<file path="config.mk">
export PLATFORM = sky130hd
export DESIGN_NAME = ntas_index
export DESIGN_NICKNAME = d
export VERILOG_FILES = /design/src/sv/ntas_pkg.sv /design/src/sv/ntas_index.sv
export SDC_FILE = /design/constraint.sdc
export NUM_CORES = 2
export LEC_CHECK = 0
export ABC_CLOCK_PERIOD_IN_PS = 6200
export BUFFER_PORTS_ARGS = -buffer_cell sky130_fd_sc_hd__buf_2
export CORE_ASPECT_RATIO = 0.8
export CORE_MARGIN = 5
export CORE_UTILIZATION = 25
export DETAILED_ROUTE_END_ITERATION = 10
export REMOVE_ABC_BUFFERS = 1
export SKIP_CTS_REPAIR_TIMING = 1
export SLEW_MARGIN = 20
export SYNTH_ARGS = -nofsm -noshare
export SYNTH_HDL_FRONTEND = slang
export SYNTH_SLANG_ARGS = --single-unit
</file>
<file path="constraint.sdc">
create_clock -name clock -period 6.2 [get_ports clock]
set_input_delay 0.93 -clock clock [delete_from_list [all_inputs] [get_ports clock]]
set_output_delay 0.93 -clock clock [all_outputs]
set_load 0.05 [all_outputs]
</file>
<file path="src/sv/ntas_pkg.sv">
// shared types, codes and helper functions for the n-dimensional typed array store
// no dependencies
`default_nettype none

package ntas_pkg;

   localparam int REG_DIMS = 4;
   localparam int DIMS = 4;
   localparam int DIM_LIMIT = (DIMS < REG_DIMS) ? DIMS : REG_DIMS;
   localparam int DEF_MEM_WORDS = 8192;
   localparam int DIM_W = 13;
   localparam int TOT_W = 4 * DIM_W;
   localparam int TB_W = TOT_W + 6;
   localparam int CSR_IDX_W = 3;

   localparam logic [3:0] ET_S8       = 4'd0;
   localparam logic [3:0] ET_U8       = 4'd1;
   localparam logic [3:0] ET_S16      = 4'd2;
   localparam logic [3:0] ET_U16      = 4'd3;
   localparam logic [3:0] ET_S64      = 4'd4;
   localparam logic [3:0] ET_U64      = 4'd5;
   localparam logic [3:0] ET_F32      = 4'd6;
   localparam logic [3:0] ET_F64      = 4'd7;
   localparam logic [3:0] ET_NUM64    = 4'd8;
   localparam logic [3:0] ET_BYTEBOOL = 4'd9;
   localparam logic [3:0] ET_BITBOOL  = 4'd10;

   localparam logic [1:0] FN_SET   = 2'd0;
   localparam logic [1:0] FN_GET   = 2'd1;
   localparam logic [1:0] FN_CLEAR = 2'd2;
   localparam logic [1:0] FN_NONE  = 2'd3;

   localparam logic [1:0] ST_OK    = 2'd0;
   localparam logic [1:0] ST_RANGE = 2'd1;
   localparam logic [1:0] ST_SIZE  = 2'd2;

   localparam logic [CSR_IDX_W-1:0] RI_ELEM_TYPE  = 3'd0;
   localparam logic [CSR_IDX_W-1:0] RI_NUM_DIMS   = 3'd1;
   localparam logic [CSR_IDX_W-1:0] RI_DIM_SIZE_0 = 3'd2;
   localparam logic [CSR_IDX_W-1:0] RI_DIM_SIZE_1 = 3'd3;
   localparam logic [CSR_IDX_W-1:0] RI_DIM_SIZE_2 = 3'd4;
   localparam logic [CSR_IDX_W-1:0] RI_DIM_SIZE_3 = 3'd5;

   typedef logic [REG_DIMS-1:0][DIM_W-1:0] dim_vec_type;

   function automatic logic type_known(input logic [3:0] t);
      logic ok;
      ok = (t <= ET_BITBOOL);
      return ok;
   endfunction

   // log2 of the element width in bits
   function automatic logic [2:0] type_lg(input logic [3:0] t);
      logic [2:0] lg;
      case (t) inside
         ET_S8, ET_U8, ET_BYTEBOOL:        lg = 3'd3;
         ET_S16, ET_U16:                   lg = 3'd4;
         ET_F32:                           lg = 3'd5;
         ET_S64, ET_U64, ET_F64, ET_NUM64: lg = 3'd6;
         default:                          lg = 3'd0;
      endcase
      return lg;
   endfunction

   function automatic logic [63:0] width_mask(input logic [2:0] lg);
      logic [63:0] m;
      case (lg)
         3'd0:    m = 64'h1;
         3'd3:    m = 64'hFF;
         3'd4:    m = 64'hFFFF;
         3'd5:    m = 64'hFFFF_FFFF;
         default: m = '1;
      endcase
      return m;
   endfunction

   // element value replicated over every aligned slot of a word
   function automatic logic [63:0] fill_pattern(input logic [3:0] t, input logic [63:0] val);
      logic [63:0] v;
      logic [63:0] p;
      v = ((t == ET_BYTEBOOL) || (t == ET_BITBOOL)) ? {63'd0, (val != 64'd0)} : val;
      case (type_lg(t))
         3'd0:    p = {64{v[0]}};
         3'd3:    p = {8{v[7:0]}};
         3'd4:    p = {4{v[15:0]}};
         3'd5:    p = {2{v[31:0]}};
         default: p = v;
      endcase
      return p;
   endfunction

   function automatic logic [63:0] extract_elem(input logic [3:0] t, input logic [63:0] word,
                                                input logic [5:0] sh);
      logic [63:0] raw;
      logic [63:0] res;
      raw = word >> sh;
      case (t)
         ET_S8:       res = {{56{raw[7]}}, raw[7:0]};
         ET_U8:       res = {56'd0, raw[7:0]};
         ET_S16:      res = {{48{raw[15]}}, raw[15:0]};
         ET_U16:      res = {48'd0, raw[15:0]};
         ET_F32:      res = {32'd0, raw[31:0]};
         ET_BYTEBOOL: res = {63'd0, (raw[7:0] != 8'd0)};
         ET_BITBOOL:  res = {63'd0, raw[0]};
         default:     res = raw;
      endcase
      return res;
   endfunction

endpackage

`default_nettype wire

</file>
<file path="src/sv/ntas_index.sv">
// three-stage multiply chain: array element count and linear element index
// depends on ntas_pkg
`default_nettype none

module ntas_index
   import ntas_pkg::*;
#(
   parameter int IDX_W = 19
) (
   input  wire logic              clock,
   input  wire logic              reset,
   input  wire logic              go,
   input  wire dim_vec_type       ext,
   input  wire dim_vec_type       koff,
   output logic                   done,
   output logic [TOT_W-1:0]       total,
   output logic [IDX_W-1:0]       idx
);

   logic vld1_ff, vld2_ff, vld3_ff;
   logic [2*DIM_W-1:0] st1_ff;
   logic [3*DIM_W-1:0] st2_ff;
   logic [4*DIM_W-1:0] st3_ff;
   logic [IDX_W-1:0]   acc1_ff, acc2_ff, acc3_ff;

   logic [2*DIM_W-1:0] p_st1, p_k1;
   logic [3*DIM_W-1:0] p_st2, p_k2;
   logic [4*DIM_W-1:0] p_st3, p_k3;

   assign p_st1 = ext[0] * ext[1];
   assign p_k1  = ext[0] * koff[1];
   assign p_st2 = st1_ff * ext[2];
   assign p_k2  = st1_ff * koff[2];
   assign p_st3 = st2_ff * ext[3];
   assign p_k3  = st2_ff * koff[3];

   always_ff @(posedge clock) begin
      if (reset) begin
         vld1_ff <= 1'b0;
         vld2_ff <= 1'b0;
         vld3_ff <= 1'b0;
      end else begin
         vld1_ff <= go;
         vld2_ff <= vld1_ff;
         vld3_ff <= vld2_ff;
      end
   end

   always_ff @(posedge clock) begin
      st1_ff  <= p_st1;
      acc1_ff <= IDX_W'(koff[0]) + p_k1[IDX_W-1:0];
      st2_ff  <= p_st2;
      acc2_ff <= acc1_ff + p_k2[IDX_W-1:0];
      st3_ff  <= p_st3;
      acc3_ff <= acc2_ff + p_k3[IDX_W-1:0];
   end

   assign done  = vld3_ff;
   assign total = st3_ff;
   assign idx   = acc3_ff;

endmodule

`default_nettype wire

</file>
==> results.py <==
metrics = {
    "grt": {
        "grt.overflow.total": 0,
        "vias_in_the_first_global_route": 41200,
        "grt_pass1_wl_um": 220000,
        "total_global_route_track_usage_pct": 12.9,
        "pin_count_of_the_biggest_net_entering_global_routing": 24,
        "antenna_found_initial": 31,
    },
    "clock_network": {
        "tritoncts": "yes",
        "number_of_buffers_created_by_cts": 17,
        "clockBufferDepth": 2,
        "cts.sinks": 177,
        "clk_root_buffer_cell": "sky130_fd_sc_hd__clkbuf_16",
        "clkTransAtPathRegs_ps": 80,
        "clock_tree.htree_level_count": 4,
        "clock_latency_ps": 550,
    },
    "drt": {
        "postRouteAntennaNets": 0,
        "routed_via_density": 4.21,
        "routed-via-count": 37200,
        "wl_um": 132000,
        "drt_drc_violations_left": 0,
        "avgRoutedWirePerCell_um": 14.9,
        "drt_first_pass_iters": 6,
        "initialDrtViolationCount": 1789,
    },
    "sta": {
        "max_slew.worst_pin.slew_ps": 551,
        "fin_hold_ws_ps": 453,
        "min_period_ps": 6000,
        "setup_ws_ps": 201,
        "finalSetupViolCount": 0,
        "slew_violations": 0,
        "hold_violations": 0,
        "timing.final.crit_share_pct": 96.8,
        "max_slew_margin_pct": 63.2,
        "final.setup.tns_ps": 0,
        "timing.clock.skew_ps": 15.2,
        "fmaxAchievable_ghz": 0.167,
    },
    "floorplan": {
        "top_level_ports": 179,
        "start_util_pct": 25.1,
        "chipWidth_um": 511,
        "dieArea_mm2": 0.210,
        "rows": 147,
        "coreArea_mm2": 0.200,
        "dieHeight_um": 411,
    },
    "cells_and_area": {
        "num-nets-final": 7816,
        "n_fill_cell": 21000,
        "layout.cells.most_common": "sky130_fd_sc_hd__inv_1",
        "area.growth.synth_to_final_pct": 17.0,
        "layout_common_cells": "sky130_fd_sc_hd__inv_1 (1356), sky130_fd_sc_hd__fa_1 (1158), sky130_fd_sc_hd__nand2_1 (979)",
        "final-instance-count-excl-fill": 8853,
        "drive_gt1_share_pct": 13.1,
    },
    "critical_path": {
        "endpoint_kind": "flop",
        "timing_worst_setup_path_type": "input pin to flop",
        "worst-r2r-setup-slack_ps": 280,
        "crit_path_max_fanout": 14,
        "worst_ep_required_time_ps": 6620,
        "critPathLaunchType": "input pin",
        "worst-r2r-cell-count": 20,
        "regToRegEndpoint": "st2_ff[37]",
        "timing.critical_path.slowest_stage_cell": "sky130_fd_sc_hd__fa_1",
        "reg2reg_from": "st1_ff[13]",
        "critical_path_arrival_ps": 6420,
        "slowest_delay_ps": 550,
        "crit_start": "ext[40]",
        "worstSetupEndpoint": "total[46]",
        "worst_path_most_repeated_cell": "sky130_fd_sc_hd__fa_1",
    },
    "placed_design": {
        "io_buffers": 178,
        "place_ws_ps": -924,
        "detailedPlacementHpwl_um": 117000,
        "placed_cells": 8810,
        "gp_congestion": 0.871,
    },
    "synth": {
        "seq_area_frac_synth_pct": 7.05,
        "synth-edff-count": 0,
        "cell_count_after_synthesis": 5664,
        "syn-cell-area_mm2": 0.0503,
        "ys_ff_latch": 177,
        "synthFlopType": "sky130_fd_sc_hd__dfxtp_1",
        "synthesis.yosys.warnings": 0,
        "postSynth.asyncResetShare_pct": 0,
        "syn_area_per_cell_um2": 8.88,
        "post_synth_num_cell_types": 66,
    },
    "outcome": {
        "status": "finished, final reports clean",
    },
    "job": {
        "timing.max_cap.violations": 0,
    },
    "worst_hold_path": {
        "hp-class": "flop to flop",
    },
}
==> metal layers <==
| metal | up-vias | global-route usage [%] | routed length [µm] |
|---|---|---|---|
| met4 | 16 | 3.42 | 2560 |
| met2 | 775 | 22.6 | 65500 |
| li1 | 17400 | - | - |
| met3 | 145 | 2.28 | 6380 |
| met5 | - | 0 | 112 |
| met1 | 18900 | 16.5 | 57600 |
==> registers in the layout, indices dropped and copies added, names as in the netlist <==
| signal | count |
|---|---|
| vld2_ff | 1 |
| idx | 19 |
| total | 52 |
| acc2_ff | 19 |
| vld1_ff | 1 |
| st2_ff | 39 |
| st1_ff | 26 |
| done | 1 |
| acc1_ff | 19 |
==> synthesized netlist by cell type, types with 4 or more instances <==
library cell	count	area, µm²
sky130_fd_sc_hd__a211oi_1	14	105
sky130_fd_sc_hd__a21o_1	55	413
sky130_fd_sc_hd__a21oi_1	107	536
sky130_fd_sc_hd__a311oi_1	4	35.0
sky130_fd_sc_hd__a31oi_1	12	75.1
sky130_fd_sc_hd__and2_1	567	3550
sky130_fd_sc_hd__and3_1	13	81.3
sky130_fd_sc_hd__clkbuf_1	258	968
sky130_fd_sc_hd__dfxtp_1	177	3540
sky130_fd_sc_hd__fa_1	1159	23200
sky130_fd_sc_hd__ha_1	404	5050
sky130_fd_sc_hd__inv_1	1356	5090
sky130_fd_sc_hd__nand2_1	979	3670
sky130_fd_sc_hd__nand2b_1	17	106
sky130_fd_sc_hd__nand3_1	26	130
sky130_fd_sc_hd__nand4_1	9	56.3
sky130_fd_sc_hd__nor2_1	67	251
sky130_fd_sc_hd__nor2b_1	20	125
sky130_fd_sc_hd__nor3_1	22	110
sky130_fd_sc_hd__nor4_1	6	37.5
sky130_fd_sc_hd__o211ai_1	6	45.0
sky130_fd_sc_hd__o21a_1	20	150
sky130_fd_sc_hd__o21ai_0	48	240
sky130_fd_sc_hd__o21ai_1	19	95.1
sky130_fd_sc_hd__o21bai_1	25	188
sky130_fd_sc_hd__o31ai_1	6	45.0
sky130_fd_sc_hd__o41ai_1	4	35.0
sky130_fd_sc_hd__or2_2	7	43.8
sky130_fd_sc_hd__or3_1	6	37.5
sky130_fd_sc_hd__xnor2_1	146	1280
sky130_fd_sc_hd__xor2_1	53	464
==> worst max-delay path: cells and delay by family <==
family / cells / cell delay [ps]
buffers and inverters: 8 / 840
AO/OA/AOI/OAI: 6 / 840
adder cells (fa/ha/maj): 6 / 2830
AND/OR/NAND/NOR: 5 / 950
==> cells by family (layout without fill, tap and decap cells) <==
| logic type | Yosys count | count (layout) | share of synthesized area [%] |
|---|---|---|---|
| AND/OR/NAND/NOR | 1748 | 1748 | 16.5 |
| buffers and inverters | 1616 | 2111 | 12.1 |
| flip-flops | 177 | 177 | 7.05 |
| adder cells (fa/ha/maj) | 1563 | 1563 | 56.2 |
| other | 0 | 12 | 0 |
| multiplexers | 3 | 3 | 0.0597 |
| AO/OA/AOI/OAI | 358 | 358 | 4.68 |
| XOR/XNOR | 199 | 199 | 3.47 |
==> cell type report <==
type	count	area (µm²)	area share, %
Inverter	1356	5090	8.65
Clock inverter	15	225	0.383
Tap cell	2682	3360	5.70
Sequential cell	177	3560	6.05
Clock buffer	17	425	0.723
Antenna cell	12	30.0	0.0511
Multi-Input combinational cell	3871	40800	69.3
Timing Repair Buffer	723	5350	9.09
==> stage by stage <==
step	cell area [µm²]	util, %
after CTS	58600	29.3
after detailed placement	58000	28.9
final	58800	29.4
after global routing	58800	29.4
after floorplan	49300	-
after global placement	58000	28.9
==> worst min-delay path by stage <==
stage | startpoint | end | depth (start not counted)
CTS | vld2_ff | done | 1
finish | vld2_ff | done | 1
floorplan | vld2_ff | done | 1
global route | vld2_ff | done | 1
detailed placement | vld2_ff | done | 1
global placement | vld2_ff | done | 1
Power is left out: the tool's default activity adds up to more than one toggle a clock period on the data nets, which glitch-free logic cannot reach.
